## config.mk

```make
export PLATFORM = sky130hd
export DESIGN_NAME = auto_gain_exposure_control_top
export DESIGN_NICKNAME = d
export VERILOG_FILES = /design/src/sv/agec_pkg.sv /design/src/sv/auto_gain_exposure_control_top.sv /design/src/sv/agec_front.sv /design/src/sv/agec_queue.sv /design/src/sv/agec_back.sv
export VERILOG_INCLUDE_DIRS = /design/src /design/src/sv
export SDC_FILE = /design/constraint.sdc
export NUM_CORES = 1
export LEC_CHECK = 0
export BUFFER_PORTS_ARGS = -buffer_cell sky130_fd_sc_hd__buf_4
export CAP_MARGIN = 0
export CORE_MARGIN = 4
export CORE_UTILIZATION = 52
export DETAILED_ROUTE_END_ITERATION = 7
export PLACE_DENSITY_LB_ADDON = 0.12
export SYNTH_ARGS = -nofsm -noshare
export SYNTH_HDL_FRONTEND = slang
export SYNTH_SLANG_ARGS = --single-unit
```

## constraint.sdc

```tcl
create_clock -name clock -period 6.95 [get_ports clock]
set_input_delay 0.695 -clock clock [delete_from_list [all_inputs] [get_ports clock]]
set_output_delay 0.695 -clock clock [all_outputs]
set_load 0.1 [all_outputs]
```

## src/sv/auto_gain_exposure_control_top_defines.svh

```systemverilog
// Assertion macros shared by the RTL files of the gain and exposure control block.
// Define NO_ASSERTIONS to compile every check away.
`ifndef AUTO_GAIN_EXPOSURE_CONTROL_TOP_DEFINES_SVH
`define AUTO_GAIN_EXPOSURE_CONTROL_TOP_DEFINES_SVH

`ifndef NO_ASSERTIONS

// A condition that must hold at every clock edge outside reset.
`define AGEC_ASSERT(name, clk, rst, expr) \
   name: assert property (@(posedge clk) disable iff (rst) (expr)) \
      else $error("agec: assertion failed");

// A condition that must hold in the same cycle as its trigger.
`define AGEC_ASSERT_IMPL(name, clk, rst, ante, cons) \
   name: assert property (@(posedge clk) disable iff (rst) (ante) |-> (cons)) \
      else $error("agec: assertion failed");

// A condition that must hold in the cycle after its trigger.
`define AGEC_ASSERT_NEXT(name, clk, rst, ante, cons) \
   name: assert property (@(posedge clk) disable iff (rst) (ante) |=> (cons)) \
      else $error("agec: assertion failed");

`else

`define AGEC_ASSERT(name, clk, rst, expr)
`define AGEC_ASSERT_IMPL(name, clk, rst, ante, cons)
`define AGEC_ASSERT_NEXT(name, clk, rst, ante, cons)

`endif

`endif

```

## src/sv/agec_pkg.sv

```systemverilog
`timescale 1ns / 1ps
`default_nettype none
package agec_pkg;

   // Default frame size limits.
   localparam int MAX_WIDTH_DEF  = 2048;
   localparam int MAX_HEIGHT_DEF = 2048;

   // Field and register widths.
   localparam int PIXEL_W  = 8;
   localparam int SUM_W    = 32;
   localparam int AVG_W    = 9;
   localparam int GAIN_W   = 6;
   localparam int EXPO_W   = 10;
   localparam int FSIZE_W  = 12;
   localparam int REGION_W = 11;
   localparam int THRESH_W = 8;
   localparam int CSR_W    = 12;
   localparam int CSR_IDX_W = 3;

   // The average saturates below 2^AVG_SHIFT.
   localparam int AVG_SHIFT = 9;

   // Depth of the queue between the pixel front end and the control back end.
   localparam int QUEUE_DEPTH = 2;

   // Controller constants.
   localparam logic [AVG_W-1:0]  AVG_CAP   = 9'd511;
   localparam logic [GAIN_W-1:0] GAIN_CAP  = 6'd50;
   localparam logic [EXPO_W-1:0] EXPO_CAP  = 10'd1023;
   localparam logic [EXPO_W-1:0] EXPO_HIGH = 10'd220;
   localparam logic [EXPO_W-1:0] EXPO_LOW  = 10'd125;
   localparam logic [EXPO_W-1:0] EXPO_STEP = 10'd5;

   // Register values after reset.
   localparam logic [FSIZE_W-1:0]  FRAME_WIDTH_RST  = 12'd640;
   localparam logic [FSIZE_W-1:0]  FRAME_HEIGHT_RST = 12'd480;
   localparam logic [REGION_W-1:0] REGION_LIMIT_RST = 11'd50;
   localparam logic [THRESH_W-1:0] BRIGHT_RST       = 8'd50;
   localparam logic [THRESH_W-1:0] DARK_RST         = 8'd30;
   localparam logic [GAIN_W-1:0]   GAIN_RST         = 6'd25;
   localparam logic [EXPO_W-1:0]   EXPO_RST         = 10'd150;

   // Register map.
   typedef enum logic [CSR_IDX_W-1:0] {
      CSR_FRAME_WIDTH      = 3'd0,
      CSR_FRAME_HEIGHT     = 3'd1,
      CSR_REGION_LIMIT     = 3'd2,
      CSR_BRIGHT_THRESHOLD = 3'd3,
      CSR_DARK_THRESHOLD   = 3'd4,
      CSR_INITIAL_GAIN     = 3'd5,
      CSR_INITIAL_EXPOSURE = 3'd6
   } csr_index_type;

   // Back end sequencer states.
   typedef enum logic [2:0] {
      ST_IDLE,
      ST_MUL,
      ST_CHECK,
      ST_DIV,
      ST_STEP
   } back_state_type;

   // Settings that the back end reads.
   typedef struct packed {
      logic [REGION_W-1:0] region_limit;
      logic [THRESH_W-1:0] bright_threshold;
      logic [THRESH_W-1:0] dark_threshold;
   } back_cfg_type;

   // Preset loads of the gain and exposure levels.
   typedef struct packed {
      logic              gain_we;
      logic [GAIN_W-1:0] gain;
      logic              expo_we;
      logic [EXPO_W-1:0] expo;
   } level_load_type;

endpackage
`default_nettype wire

```

## src/sv/auto_gain_exposure_control_top.sv

```systemverilog
// Auto gain and exposure control. Gray pixels stream in raster order on the req_ channel
// and are taken one word per clock while the queue is not full; the pixel front end tracks
// column and row against the configured frame size and sums the pixels of columns 0 through
// region_limit. At the last pixel of a frame the sum enters a two-entry queue, and the back
// end works it off while the next frame streams in: it pops the sum, forms region_limit times
// frame height in one multiply, checks the average against its cap of 511, runs a restoring
// divider one quotient bit per cycle, and applies one gain/exposure step once the rsp_ output
// is free, giving one rsp_ word per frame. The serial divider limits how fast frames are
// worked off, so short frames fill the queue and req_ready drops until an entry frees up.
// Registers must be written through the csr_ port only while the block is idle; the block
// does not enforce this. Writing initial_gain or initial_exposure also loads the live level.
`timescale 1ns / 1ps
`default_nettype none
module auto_gain_exposure_control_top #(
   parameter int MAX_WIDTH  = agec_pkg::MAX_WIDTH_DEF,
   parameter int MAX_HEIGHT = agec_pkg::MAX_HEIGHT_DEF
) (
   input  wire logic                              clock,
   input  wire logic                              reset,
   input  wire logic                              req_valid,
   output logic                                   req_ready,
   input  wire logic [agec_pkg::PIXEL_W-1:0]      req_pixel,
   output logic                                   rsp_valid,
   input  wire logic                              rsp_ready,
   output logic [agec_pkg::AVG_W-1:0]             rsp_average,
   output logic [agec_pkg::GAIN_W-1:0]            rsp_gain_out,
   output logic [agec_pkg::EXPO_W-1:0]            rsp_exposure_out,
   output logic                                   rsp_gain_written,
   output logic                                   rsp_exposure_written,
   input  wire logic                              csr_write_enable,
   input  wire logic [agec_pkg::CSR_IDX_W-1:0]    csr_index,
   input  wire logic [agec_pkg::CSR_W-1:0]        csr_write_data
);

   localparam int WW = $clog2(MAX_WIDTH + 1);
   localparam int HW = $clog2(MAX_HEIGHT + 1);

   logic [agec_pkg::FSIZE_W-1:0]  frame_width_ff, frame_width_in;
   logic [agec_pkg::FSIZE_W-1:0]  frame_height_ff, frame_height_in;
   logic [agec_pkg::REGION_W-1:0] region_limit_ff, region_limit_in;
   logic [agec_pkg::THRESH_W-1:0] bright_ff, bright_in;
   logic [agec_pkg::THRESH_W-1:0] dark_ff, dark_in;

   logic [WW-1:0]                 eff_width;
   logic [HW-1:0]                 eff_height;
   agec_pkg::back_cfg_type        back_cfg;
   agec_pkg::level_load_type      level_load;

   logic                          push;
   logic [agec_pkg::SUM_W-1:0]    push_sum;
   logic                          pop;
   logic [agec_pkg::SUM_W-1:0]    pop_sum;
   logic                          queue_full;
   logic                          queue_empty;

   // Register writes; preset registers only load the live levels in the back end.
   always_comb begin
      frame_width_in  = frame_width_ff;
      frame_height_in = frame_height_ff;
      region_limit_in = region_limit_ff;
      bright_in       = bright_ff;
      dark_in         = dark_ff;
      level_load      = '0;
      level_load.gain = csr_write_data[agec_pkg::GAIN_W-1:0];
      level_load.expo = csr_write_data[agec_pkg::EXPO_W-1:0];
      if (csr_write_enable) begin
         unique case (agec_pkg::csr_index_type'(csr_index))
            agec_pkg::CSR_FRAME_WIDTH: begin
               frame_width_in = csr_write_data[agec_pkg::FSIZE_W-1:0];
            end
            agec_pkg::CSR_FRAME_HEIGHT: begin
               frame_height_in = csr_write_data[agec_pkg::FSIZE_W-1:0];
            end
            agec_pkg::CSR_REGION_LIMIT: begin
               region_limit_in = csr_write_data[agec_pkg::REGION_W-1:0];
            end
            agec_pkg::CSR_BRIGHT_THRESHOLD: begin
               bright_in = csr_write_data[agec_pkg::THRESH_W-1:0];
            end
            agec_pkg::CSR_DARK_THRESHOLD: begin
               dark_in = csr_write_data[agec_pkg::THRESH_W-1:0];
            end
            agec_pkg::CSR_INITIAL_GAIN: begin
               level_load.gain_we = 1'b1;
            end
            agec_pkg::CSR_INITIAL_EXPOSURE: begin
               level_load.expo_we = 1'b1;
            end
            default: begin
            end
         endcase
      end
   end

   always_ff @(posedge clock) begin
      if (reset) begin
         frame_width_ff  <= agec_pkg::FRAME_WIDTH_RST;
         frame_height_ff <= agec_pkg::FRAME_HEIGHT_RST;
         region_limit_ff <= agec_pkg::REGION_LIMIT_RST;
         bright_ff       <= agec_pkg::BRIGHT_RST;
         dark_ff         <= agec_pkg::DARK_RST;
      end else begin
         frame_width_ff  <= frame_width_in;
         frame_height_ff <= frame_height_in;
         region_limit_ff <= region_limit_in;
         bright_ff       <= bright_in;
         dark_ff         <= dark_in;
      end
   end

   // Frame size clamped to one through the supported maximum.
   always_comb begin
      if (frame_width_ff == '0) begin
         eff_width = WW'(1);
      end else if (32'(frame_width_ff) > 32'(MAX_WIDTH)) begin
         eff_width = WW'(MAX_WIDTH);
      end else begin
         eff_width = WW'(frame_width_ff);
      end
      if (frame_height_ff == '0) begin
         eff_height = HW'(1);
      end else if (32'(frame_height_ff) > 32'(MAX_HEIGHT)) begin
         eff_height = HW'(MAX_HEIGHT);
      end else begin
         eff_height = HW'(frame_height_ff);
      end
   end

   assign back_cfg.region_limit     = region_limit_ff;
   assign back_cfg.bright_threshold = bright_ff;
   assign back_cfg.dark_threshold   = dark_ff;

   agec_front #(
      .MAX_WIDTH  (MAX_WIDTH),
      .MAX_HEIGHT (MAX_HEIGHT)
   ) u_front (
      .clock        (clock),
      .reset        (reset),
      .req_valid    (req_valid),
      .req_ready    (req_ready),
      .req_pixel    (req_pixel),
      .eff_width    (eff_width),
      .eff_height   (eff_height),
      .region_limit (region_limit_ff),
      .queue_full   (queue_full),
      .push         (push),
      .push_sum     (push_sum)
   );

   agec_queue u_queue (
      .clock     (clock),
      .reset     (reset),
      .push      (push),
      .push_data (push_sum),
      .pop       (pop),
      .pop_data  (pop_sum),
      .full      (queue_full),
      .empty     (queue_empty)
   );

   agec_back #(
      .MAX_HEIGHT (MAX_HEIGHT)
   ) u_back (
      .clock                (clock),
      .reset                (reset),
      .queue_empty          (queue_empty),
      .pop                  (pop),
      .pop_sum              (pop_sum),
      .eff_height           (eff_height),
      .cfg                  (back_cfg),
      .load                 (level_load),
      .rsp_valid            (rsp_valid),
      .rsp_ready            (rsp_ready),
      .rsp_average          (rsp_average),
      .rsp_gain_out         (rsp_gain_out),
      .rsp_exposure_out     (rsp_exposure_out),
      .rsp_gain_written     (rsp_gain_written),
      .rsp_exposure_written (rsp_exposure_written)
   );

endmodule
`default_nettype wire

```

## src/sv/agec_front.sv

```systemverilog
`timescale 1ns / 1ps
`default_nettype none
module agec_front #(
   parameter int MAX_WIDTH  = agec_pkg::MAX_WIDTH_DEF,
   parameter int MAX_HEIGHT = agec_pkg::MAX_HEIGHT_DEF
) (
   input  wire logic                               clock,
   input  wire logic                               reset,
   input  wire logic                               req_valid,
   output logic                                    req_ready,
   input  wire logic [agec_pkg::PIXEL_W-1:0]       req_pixel,
   input  wire logic [$clog2(MAX_WIDTH+1)-1:0]     eff_width,
   input  wire logic [$clog2(MAX_HEIGHT+1)-1:0]    eff_height,
   input  wire logic [agec_pkg::REGION_W-1:0]      region_limit,
   input  wire logic                               queue_full,
   output logic                                    push,
   output logic [agec_pkg::SUM_W-1:0]              push_sum
);

   localparam int WW = $clog2(MAX_WIDTH + 1);
   localparam int HW = $clog2(MAX_HEIGHT + 1);
   localparam int SW = agec_pkg::SUM_W;

   logic [WW-1:0] col_ff, col_in;
   logic [HW-1:0] row_ff, row_in;
   logic [SW-1:0] sum_ff, sum_in;

   logic                         accept;
   logic                         in_region;
   logic                         row_end;
   logic                         frame_end;
   logic [agec_pkg::PIXEL_W-1:0] pix_masked;
   logic [SW:0]                  sum_wide;
   logic [SW-1:0]                sum_sat;

   // A word is taken whenever the queue can hold a possible frame result.
   assign accept    = req_valid && !queue_full;
   assign req_ready = !queue_full;

   // Saturating region sum and raster position decode.
   always_comb begin
      in_region  = 32'(col_ff) <= 32'(region_limit);
      pix_masked = in_region ? req_pixel : '0;
      sum_wide   = (SW+1)'(sum_ff) + (SW+1)'(pix_masked);
      sum_sat    = sum_wide[SW] ? '1 : sum_wide[SW-1:0];
      row_end    = ((WW+1)'(col_ff) + (WW+1)'(1)) >= (WW+1)'(eff_width);
      frame_end  = row_end && (((HW+1)'(row_ff) + (HW+1)'(1)) >= (HW+1)'(eff_height));
   end

   // Counter and sum update for each accepted word.
   always_comb begin
      col_in = col_ff;
      row_in = row_ff;
      sum_in = sum_ff;
      if (accept) begin
         if (frame_end) begin
            col_in = '0;
            row_in = '0;
            sum_in = '0;
         end else if (row_end) begin
            col_in = '0;
            row_in = row_ff + HW'(1);
            sum_in = sum_sat;
         end else begin
            col_in = col_ff + WW'(1);
            sum_in = sum_sat;
         end
      end
   end

   // The last pixel of a frame hands the finished sum to the queue.
   assign push     = accept && frame_end;
   assign push_sum = sum_sat;

   always_ff @(posedge clock) begin
      if (reset) begin
         col_ff <= '0;
         row_ff <= '0;
         sum_ff <= '0;
      end else begin
         col_ff <= col_in;
         row_ff <= row_in;
         sum_ff <= sum_in;
      end
   end

endmodule
`default_nettype wire

```

## src/sv/agec_queue.sv

```systemverilog
`timescale 1ns / 1ps
`default_nettype none
`include "auto_gain_exposure_control_top_defines.svh"
module agec_queue (
   input  wire logic                          clock,
   input  wire logic                          reset,
   input  wire logic                          push,
   input  wire logic [agec_pkg::SUM_W-1:0]    push_data,
   input  wire logic                          pop,
   output logic [agec_pkg::SUM_W-1:0]         pop_data,
   output logic                               full,
   output logic                               empty
);

   localparam int DEPTH = agec_pkg::QUEUE_DEPTH;
   localparam int PW    = (DEPTH > 1) ? $clog2(DEPTH) : 1;
   localparam int CW    = $clog2(DEPTH + 1);

   logic [agec_pkg::SUM_W-1:0] entry_ff [DEPTH];
   logic [PW-1:0]              wr_ptr_ff, wr_ptr_in;
   logic [PW-1:0]              rd_ptr_ff, rd_ptr_in;
   logic [CW-1:0]              count_ff, count_in;

   assign full     = count_ff == CW'(DEPTH);
   assign empty    = count_ff == '0;
   assign pop_data = entry_ff[rd_ptr_ff];

   // Pointer and fill count update.
   always_comb begin
      wr_ptr_in = wr_ptr_ff;
      rd_ptr_in = rd_ptr_ff;
      count_in  = count_ff;
      if (push) begin
         wr_ptr_in = (32'(wr_ptr_ff) == DEPTH - 1) ? '0 : wr_ptr_ff + PW'(1);
      end
      if (pop) begin
         rd_ptr_in = (32'(rd_ptr_ff) == DEPTH - 1) ? '0 : rd_ptr_ff + PW'(1);
      end
      if (push && !pop) begin
         count_in = count_ff + CW'(1);
      end else if (pop && !push) begin
         count_in = count_ff - CW'(1);
      end
   end

   always_ff @(posedge clock) begin
      if (reset) begin
         wr_ptr_ff <= '0;
         rd_ptr_ff <= '0;
         count_ff  <= '0;
      end else begin
         wr_ptr_ff <= wr_ptr_in;
         rd_ptr_ff <= rd_ptr_in;
         count_ff  <= count_in;
      end
   end

   // Entry storage.
   always_ff @(posedge clock) begin
      if (push) begin
         entry_ff[wr_ptr_ff] <= push_data;
      end
   end

   `AGEC_ASSERT_IMPL(a_queue_no_overflow, clock, reset, push, !full)
   `AGEC_ASSERT_IMPL(a_queue_no_underflow, clock, reset, pop, !empty)

endmodule
`default_nettype wire

```

## src/sv/agec_back.sv

```systemverilog
`timescale 1ns / 1ps
`default_nettype none
`include "auto_gain_exposure_control_top_defines.svh"
module agec_back #(
   parameter int MAX_HEIGHT = agec_pkg::MAX_HEIGHT_DEF
) (
   input  wire logic                               clock,
   input  wire logic                               reset,
   input  wire logic                               queue_empty,
   output logic                                    pop,
   input  wire logic [agec_pkg::SUM_W-1:0]         pop_sum,
   input  wire logic [$clog2(MAX_HEIGHT+1)-1:0]    eff_height,
   input  wire agec_pkg::back_cfg_type             cfg,
   input  wire agec_pkg::level_load_type           load,
   output logic                                    rsp_valid,
   input  wire logic                               rsp_ready,
   output logic [agec_pkg::AVG_W-1:0]              rsp_average,
   output logic [agec_pkg::GAIN_W-1:0]             rsp_gain_out,
   output logic [agec_pkg::EXPO_W-1:0]             rsp_exposure_out,
   output logic                                    rsp_gain_written,
   output logic                                    rsp_exposure_written
);

   localparam int HW    = $clog2(MAX_HEIGHT + 1);
   localparam int DW    = agec_pkg::REGION_W + HW;
   localparam int XW    = (DW + agec_pkg::AVG_SHIFT > agec_pkg::SUM_W) ?
                          DW + agec_pkg::AVG_SHIFT : agec_pkg::SUM_W;
   localparam int NW    = $clog2(agec_pkg::AVG_SHIFT + 1);
   localparam int AW    = agec_pkg::AVG_W;
   localparam int GW    = agec_pkg::GAIN_W;
   localparam int EW    = agec_pkg::EXPO_W;

   agec_pkg::back_state_type state_ff, state_in;

   logic [XW-1:0] rem_ff, rem_in;
   logic [DW-1:0] div_ff, div_in;
   logic [XW-1:0] sh_ff, sh_in;
   logic [AW-1:0] quo_ff, quo_in;
   logic [NW-1:0] cnt_ff, cnt_in;
   logic [GW-1:0] gain_ff, gain_in;
   logic [EW-1:0] expo_ff, expo_in;

   logic          rsp_valid_ff, rsp_valid_in;
   logic [AW-1:0] rsp_average_ff, rsp_average_in;
   logic [GW-1:0] rsp_gain_ff, rsp_gain_in;
   logic [EW-1:0] rsp_expo_ff, rsp_expo_in;
   logic          rsp_gw_ff, rsp_gw_in;
   logic          rsp_ew_ff, rsp_ew_in;

   logic [GW-1:0] gain_step;
   logic [EW-1:0] expo_step;
   logic          gw_step;
   logic          ew_step;
   logic          out_free;

   assign out_free = !rsp_valid_ff || rsp_ready;

   // One control step from the finished average.
   always_comb begin
      gain_step = gain_ff;
      expo_step = expo_ff;
      gw_step   = 1'b0;
      ew_step   = 1'b0;
      if (quo_ff > AW'(cfg.bright_threshold)) begin
         if (expo_ff > agec_pkg::EXPO_HIGH) begin
            expo_step = expo_ff - agec_pkg::EXPO_STEP;
            ew_step   = 1'b1;
         end else begin
            if (gain_ff == '0) begin
               expo_step = (expo_ff >= agec_pkg::EXPO_STEP) ?
                           expo_ff - agec_pkg::EXPO_STEP : '0;
               ew_step   = 1'b1;
            end else begin
               gain_step = gain_ff - GW'(1);
            end
            gw_step = 1'b1;
         end
      end else if (quo_ff < AW'(cfg.dark_threshold)) begin
         if (expo_ff < agec_pkg::EXPO_LOW) begin
            expo_step = expo_ff + agec_pkg::EXPO_STEP;
            ew_step   = 1'b1;
         end else begin
            if (gain_ff >= agec_pkg::GAIN_CAP) begin
               gain_step = agec_pkg::GAIN_CAP;
               expo_step = (expo_ff > agec_pkg::EXPO_CAP - agec_pkg::EXPO_STEP) ?
                           agec_pkg::EXPO_CAP : expo_ff + agec_pkg::EXPO_STEP;
               ew_step   = 1'b1;
            end else begin
               gain_step = gain_ff + GW'(1);
            end
            gw_step = 1'b1;
         end
      end
   end

   // Sequencer: take a sum, form the divisor, divide one bit a cycle, then step.
   always_comb begin
      state_in       = state_ff;
      rem_in         = rem_ff;
      div_in         = div_ff;
      sh_in          = sh_ff;
      quo_in         = quo_ff;
      cnt_in         = cnt_ff;
      gain_in        = gain_ff;
      expo_in        = expo_ff;
      rsp_valid_in   = rsp_valid_ff && !rsp_ready;
      rsp_average_in = rsp_average_ff;
      rsp_gain_in    = rsp_gain_ff;
      rsp_expo_in    = rsp_expo_ff;
      rsp_gw_in      = rsp_gw_ff;
      rsp_ew_in      = rsp_ew_ff;
      pop            = 1'b0;
      unique case (state_ff)
         agec_pkg::ST_IDLE: begin
            if (!queue_empty) begin
               pop      = 1'b1;
               rem_in   = XW'(pop_sum);
               state_in = agec_pkg::ST_MUL;
            end
         end
         agec_pkg::ST_MUL: begin
            div_in   = DW'(cfg.region_limit) * DW'(eff_height);
            state_in = agec_pkg::ST_CHECK;
         end
         agec_pkg::ST_CHECK: begin
            // A zero divisor or a quotient past the cap reads as the cap.
            if (div_ff == '0 || rem_ff >= (XW'(div_ff) << agec_pkg::AVG_SHIFT)) begin
               quo_in   = agec_pkg::AVG_CAP;
               state_in = agec_pkg::ST_STEP;
            end else begin
               sh_in    = XW'(div_ff) << (agec_pkg::AVG_SHIFT - 1);
               quo_in   = '0;
               cnt_in   = NW'(agec_pkg::AVG_SHIFT);
               state_in = agec_pkg::ST_DIV;
            end
         end
         agec_pkg::ST_DIV: begin
            if (rem_ff >= sh_ff) begin
               rem_in = rem_ff - sh_ff;
               quo_in = {quo_ff[AW-2:0], 1'b1};
            end else begin
               quo_in = {quo_ff[AW-2:0], 1'b0};
            end
            sh_in  = sh_ff >> 1;
            cnt_in = cnt_ff - NW'(1);
            if (cnt_ff == NW'(1)) begin
               state_in = agec_pkg::ST_STEP;
            end
         end
         agec_pkg::ST_STEP: begin
            if (out_free) begin
               gain_in        = gain_step;
               expo_in        = expo_step;
               rsp_valid_in   = 1'b1;
               rsp_average_in = quo_ff;
               rsp_gain_in    = gain_step;
               rsp_expo_in    = expo_step;
               rsp_gw_in      = gw_step;
               rsp_ew_in      = ew_step;
               state_in       = agec_pkg::ST_IDLE;
            end
         end
         default: begin
            state_in = agec_pkg::ST_IDLE;
         end
      endcase
      // Preset writes load the levels directly; a gain preset above the cap loads the cap.
      if (load.gain_we) begin
         gain_in = (load.gain > agec_pkg::GAIN_CAP) ? agec_pkg::GAIN_CAP : load.gain;
      end
      if (load.expo_we) begin
         expo_in = load.expo;
      end
   end

   always_ff @(posedge clock) begin
      if (reset) begin
         state_ff     <= agec_pkg::ST_IDLE;
         gain_ff      <= agec_pkg::GAIN_RST;
         expo_ff      <= agec_pkg::EXPO_RST;
         rsp_valid_ff <= 1'b0;
      end else begin
         state_ff     <= state_in;
         gain_ff      <= gain_in;
         expo_ff      <= expo_in;
         rsp_valid_ff <= rsp_valid_in;
      end
   end

   // Datapath registers.
   always_ff @(posedge clock) begin
      rem_ff         <= rem_in;
      div_ff         <= div_in;
      sh_ff          <= sh_in;
      quo_ff         <= quo_in;
      cnt_ff         <= cnt_in;
      rsp_average_ff <= rsp_average_in;
      rsp_gain_ff    <= rsp_gain_in;
      rsp_expo_ff    <= rsp_expo_in;
      rsp_gw_ff      <= rsp_gw_in;
      rsp_ew_ff      <= rsp_ew_in;
   end

   assign rsp_valid            = rsp_valid_ff;
   assign rsp_average          = rsp_average_ff;
   assign rsp_gain_out         = rsp_gain_ff;
   assign rsp_exposure_out     = rsp_expo_ff;
   assign rsp_gain_written     = rsp_gw_ff;
   assign rsp_exposure_written = rsp_ew_ff;

   `AGEC_ASSERT(a_gain_in_range, clock, reset, gain_ff <= agec_pkg::GAIN_CAP)
   `AGEC_ASSERT_IMPL(a_div_nonzero, clock, reset, state_ff == agec_pkg::ST_DIV, div_ff != '0)
   `AGEC_ASSERT_NEXT(a_rsp_held, clock, reset, rsp_valid_ff && !rsp_ready, rsp_average_ff == $past(rsp_average_ff) && rsp_expo_ff == $past(rsp_expo_ff))

endmodule
`default_nettype wire

```

======== Word level (Yosys, flattened, before mapping) ========
Memory sizes are Yosys's and may differ from the RTL's. A register that Yosys moved wholly into a read port is not among the register bits.
Cells that the tools add are included.
W data, S select, Z words.
storage, ports and cells
  memory bits (writable) .................. 64
  memories ................................ 1
  input bits .............................. 28
  output and inout bits ................... 29
  logic and storage cells ................. 187
  bits in registers ....................... 258
operators by class
  add/subtract/negate cells ............... 15
  $mul .................................... 1
  eq/ne operators ......................... 17
  order comparisons ....................... 15
  reductions and logical operators ........ 40
  multiplexer cells ....................... 73
memories
  name              depth  width  rd ports  clocked after Yosys merged registers in  wr ports  line              RTL
  u_queue.entry_ff  2      32     1         1                                        1         agec_queue.sv:19  logic [agec_pkg::SUM_W-1:0] entry_ff [DEPTH];
operators by type and width
  operator                 count
  $mux W32                 5
  $pmux W32 S2             2
  $mux W10                 11
  $mux W12                 8
  $ge A32 B32 Y1           2
  $mux W6                  10
  $add A32 B8 Y33          1
  $sub A32 B32 Y32         1
  $add A12 B1 Y13 const B  2
  $ge A13 B12 Y1           2
  $mux W1                  25
  $add A12 B1 Y12 const B  2
  $gt A12 B12 Y1 const B   2
  $logic_not A12 Y1        2
  $logic_not A23 Y1        1
  $mul A11 B12 Y23         1
  $reduce_and A2 Y1        10
  $pmux W9 S2              1
  $reduce_bool A2 Y1       8
  $pmux W3 S5              1
  $eq A3 B2 Y1 const B     4
  $eq A3 B3 Y1 const B     4
  $le A12 B11 Y1           1
  $mux W3                  4
  33 further kinds         51

======== Longest topological paths before layout ========
  depth after elaboration ................. 10
  mapped depth ............................ 28
  mapped depth without buffers ............ 26

======== Cells and area by module ========
Synthesis repeated with hierarchy kept, for this count alone.
second synthesis, totals
  cells, all modules ...................... 2,460
  area, all modules ....................... 22,963.3 um2
by module, submodules not included
  module                          area each (um2)  cells each  times used  sequential area each (um2)
  agec_back                       13,808.2         1,510       1           4,184.0
  agec_front                      4,526.8          596         1           1,121.1
  agec_queue                      2,517.4          122         1           2,021.9
  auto_gain_exposure_control_top  2,110.8          232         1           1,021.0

======== Least setup slack after synthesis ========
No wires, ideal clock.
  kind .................................... flip-flop to flip-flop
  start ................................... register frame_height_ff[11] (netlist bit)
  end ..................................... register u_back.div_ff[22], data pin
  setup time .............................. 0.260 ns
  slack ................................... 0.954 ns
  cell stages (with the launch flop) ...... 23
  clock period less this slack ............ 5.996 ns
  required time ........................... 6.690 ns
  arrival time ............................ 5.736 ns
  buffers on the path ..................... 1
  cell sequence ........................... dfxtp_1 clkbuf_1 nor2b_1 inv_1 nor2_1 fa_1 fa_1 fa_1 fa_1 inv_1 fa_1 inv_1 ha_1 a21oi_1 nor2b_1 o21ai_0 nand2b_1 a221oi_1 a21boi_0 or4_1 a41o_1 a21oi_1 xnor2_1
between the ends
  word-level cells in the longest chain between the ends .. 4
  elaborated cells on any way between the ends .. 5
  classes of those cells .................. mul (1); order compare (1); mux (2); reduce/logical (1)
RTL lines
  what                    line                                   RTL
  from (decl)             auto_gain_exposure_control_top.sv:39   logic [agec_pkg::FSIZE_W-1:0] frame_height_ff, frame_height_in;
  from (signal assigned)  auto_gain_exposure_control_top.sv:98   frame_height_ff <= agec_pkg::FRAME_HEIGHT_RST;
  from (signal assigned)  auto_gain_exposure_control_top.sv:104  frame_height_ff <= frame_height_in;
  $gt A12 B12 Y1          auto_gain_exposure_control_top.sv:122  end else if (32'(frame_height_ff) > 32'(MAX_HEIGHT)) begin
  $mux W12                auto_gain_exposure_control_top.sv:122
  $mux W12 *              auto_gain_exposure_control_top.sv:120  if (frame_height_ff == '0) begin
  $mul A11 B12 Y23 *      agec_back.sv:122                       div_in = DW'(cfg.region_limit) * DW'(eff_height);
  to (signal assigned)    agec_back.sv:193                       div_ff <= div_in;
  to (decl)               agec_back.sv:36                        logic [DW-1:0] div_ff, div_in;
Mark *: on every way between the ends. The rest lies on a longest branch, timed or not.
A chain may end at the register's enable or synchronous reset.

======== Worst setup path after layout ========
Same ends and word-level chain as after synthesis.

==> metrics.md <==
| Metric | Value |
|---|---|
| Status | finished clean |
| Placed instance area | 22,900 um^2 |
| Number of global-route vias before repair | 16,800 |
| FF-to-FF path depth | 21 |
| Post-DP HPWL | 42,800 um |
| Area Overhead vs Synth | 10.2% |
| Met2 routed WL | 26,800 um |
| Post-synth EDFFs | 190 |
| Final std cells w/o fill | 2,985 |
| Post-CTS Resized | 0 |
| First-pass GRT wire length | 91,400 um |
| Top_reg_cell synth | edfxtp_1 |
| IO buf count | 56 |
| GRT Overall Usage | 25.3% |
| Reg2reg start | frame_height_ff[11] |
| Gp weighted congestion | 0.913 |
| Worst setup EP type | flip-flop |
| Largest net degree at the start of global routing | 60 |
| Setup slack, reg-to-reg | 490 ps |
| Hold buffers post-CTS | 0 |
| Global route overflow | 0 |
| Final Core Density | 57.8% |
| Fraction of registers with async set/reset | 0% |
| Via density | 5.78 |
| Max frequency | 155 MHz |
| Synth Instances | 2,398 |
| Cell Pwr Density | 282 nW/um^2 |
| Fin crit period | 6460 ps |
| Met3 wire length | 2920 um |
| Crit path kind | flip-flop to flip-flop |
| Wire per inst | 19.3 um |
| CTS buffer count | 38 |
| CTS H-tree lvls | 2 |
| Critical Path Start | frame_height_ff[11] |
| RR Endpoint | u_back.div_ff[22] |
| Setup tns final | 0 ps |
| Die H | 213 um |
| Total power | 6.81 mW |
| #FFs+latches synth | 322 |
| CP Capture Point | u_back.div_ff[22] |
| Num Clock Sinks | 322 |
| Setup crit start kind | flip-flop |
| Ports | 57 |
| Final hold vios | 0 |
| Post-CTS setup buffers | 0 |
| Die width | 213 um |
| Clk pin slew, worst setup/hold paths | 60 ps |
| Worst-Skew Late Latency | 570 ps |
| Fill cells | 3,754 |
| Max-cap violations | 0 |
| Final Net Count | 2,720 |
| Slew @ Worst Pin | 1260 ps |
| Cell leakage power | 10.4 nW |
| Count of pins over their slew limit | 0 |
| Effective utilization at floorplan | 52.5% |
| Mapped Area | 22,000 um^2 |
| DIE AREA | 45,600 um^2 |
| Relative slew slack | 15.4% |
| CP arrival | 6780 ps |
| Ant. Diodes | 0 |
| Syn. warnings | 0 |
| Final setup vio count | 0 |
| CP Max Fanout | 15 |
| CTS tree | done |
| Vias | 17,200 |
| Count of cell types in the netlist | 86 |
| Highest routed layer | met4 |
| First-pass DRT Iterations | 5 |
| Fraction of final layout cells sized beyond drive strength 1 | 7.07% |
| Met1 Wirelength | 26,300 um |
| Iteration-0 DRC Markers | 1,525 |
| DRC | 0 |
| Syn_nets | 2,702 |
| Placed insts | 2,915 |
| HP Class | primary input to flip-flop |
| Initial antenna violation count | 0 |
| Clock Tree Buf Depth | 3 |
| Clk root buf | clkbuf_16 |
| Worst vdd ir | 169 uV |
| Area of the core | 41,900 um^2 |
| Num rows | 75 |
| Routed Antenna Nets | 0 |
| Period utilization | 93.0% |
| Design area | 24,200 um^2 |
| Worst EP required | 7270 ps |
| Setup repair after global routing missed its margin | no |
| Clk_skew | 15.7 ps |
| Syn Area/Cell | 9.16 um^2 |
| Post-Route WL | 57,500 um |
| Post-synthesis sequential area ratio | 38.0% |
-- state kept, by name, summed over array words and instances (netlist names), 3 cells and up, named ones only --
name,count
u_back.sh_ff,31
u_back.div_ff,23
u_queue.entry_ff,64
u_back.rsp_average,9
frame_width_ff,12
u_back.rsp_exposure_out,10
u_back.gain_ff,6
u_back.cnt_ff,4
u_back.rsp_gain_out,6
u_front.col_ff,12
u_back.rem_ff,32
u_back.quo_ff,9
region_limit_ff,11
u_front.sum_ff,32
frame_height_ff,12
u_back.state_ff,3
bright_ff,8
u_back.expo_ff,10
u_front.row_ff,12
dark_ff,8
-- metrics by stage --
stage               setup slack, ps  hold slack [ps]
floorplan                       954              436
global placement                536              447
detailed placement              364              448
CTS                             356              385
global route                   74.0              410
finish                          487              418
-- worst min-delay path by stage --
stage / from / end / slack (ps) / cells past startpoint
final: csr_write_data[10] / frame_width_ff[10] / 420 / 3
after CTS: csr_write_data[11] / frame_width_ff[11] / 390 / 3
after global routing: csr_write_data[11] / frame_width_ff[11] / 410 / 3
after floorplan: frame_height_ff[0] / frame_height_ff[0] / 440 / 2
after global placement: bright_ff[7] / bright_ff[7] / 450 / 2
after detailed placement: dark_ff[5] / dark_ff[5] / 450 / 2
-- routing by layer --
layer	vias up	track usage [%]
met3	92	3.15
li1	8345	-
met5	-	0
met1	8360	36.0
met4	0	6.51
met2	445	41.6
-- cell usage after synthesis (all sizes together), types with 36 or more instances --
cell / instances / area share, %
a21oi: 158 / 3.6
nand3: 49 / 1.1
o21ai: 130 / 3.0
inv: 226 / 3.9
ha: 185 / 11
edfxtp: 190 / 26
nor2: 196 / 3.4
xnor2: 37 / 1.5
nor2b: 48 / 1.4
nand2: 330 / 5.6
xor2: 43 / 1.7
fa: 91 / 8.3
clkbuf: 90 / 1.5
nand2b: 36 / 1.0
dfxtp: 132 / 12
a21o: 48 / 1.6
-- logic make-up after synthesis --
logic type | share of synthesized area (%)
simple gates | 17.8
compound gates | 14.6
flops | 38.0
fa+ha+maj | 18.8
mux | 1.62
buf+inv | 5.86
xor+xnor | 3.19
-- layout make-up --
| class | instances | area, um^2 | share of cell area, % |
|---|---|---|---|
| timing repair buffer | 84 | 631 | 2.61 |
| multi-input combinational | 1738 | 12300 | 51.0 |
| clock inverter | 15 | 241 | 0.998 |
| inverter | 232 | 871 | 3.60 |
| tap | 539 | 674 | 2.79 |
| clock buffer | 55 | 1080 | 4.45 |
| sequential | 322 | 8350 | 34.5 |
-- cell usage in the layout (no fill, tap or decap), drive strengths merged, types with 12 or more instances in the layout --
master / instances
a211oi: 12
a21o: 48
a21oi: 158
a22oi: 20
a31oi: 15
and2: 18
and3: 31
buf: 84
clkbuf: 55
clkinv: 13
dfxtp: 132
edfxtp: 190
fa: 91
ha: 185
inv: 228
mux2i: 31
nand2: 330
nand2b: 36
nand3: 49
nand3b: 17
nand4: 23
nor2: 196
nor2b: 48
nor3: 35
nor4: 15
o211ai: 18
o21a: 18
o21ai: 130
or3: 16
xnor2: 37
xor2: 43
-- where the power goes --
group,internal [mW],leakage [nW],switching (mW)
clock network,1.31,0.644,0.825
logic,0.824,6.93,1.34
registers,2.36,2.81,0.155
total,4.49,10.4,2.32
-- critical path, cell delays in order (launching register included) --
cell	delay, ps
dfxtp_1	470
nor2b_1	430
inv_1	260
nor2_1	190
fa_1	440
fa_1	510
fa_1	520
fa_1	550
inv_1	60
fa_1	520
inv_1	40
ha_1	330
a21oi_1	160
nor2b_1	50
o21ai_0	140
nand2b_1	70
a221oi_1	310
a21boi_0	190
or4_1	450
a41o_1	250
a21oi_1	180
xnor2_1	80
Power figures use the tool's default switching activity.
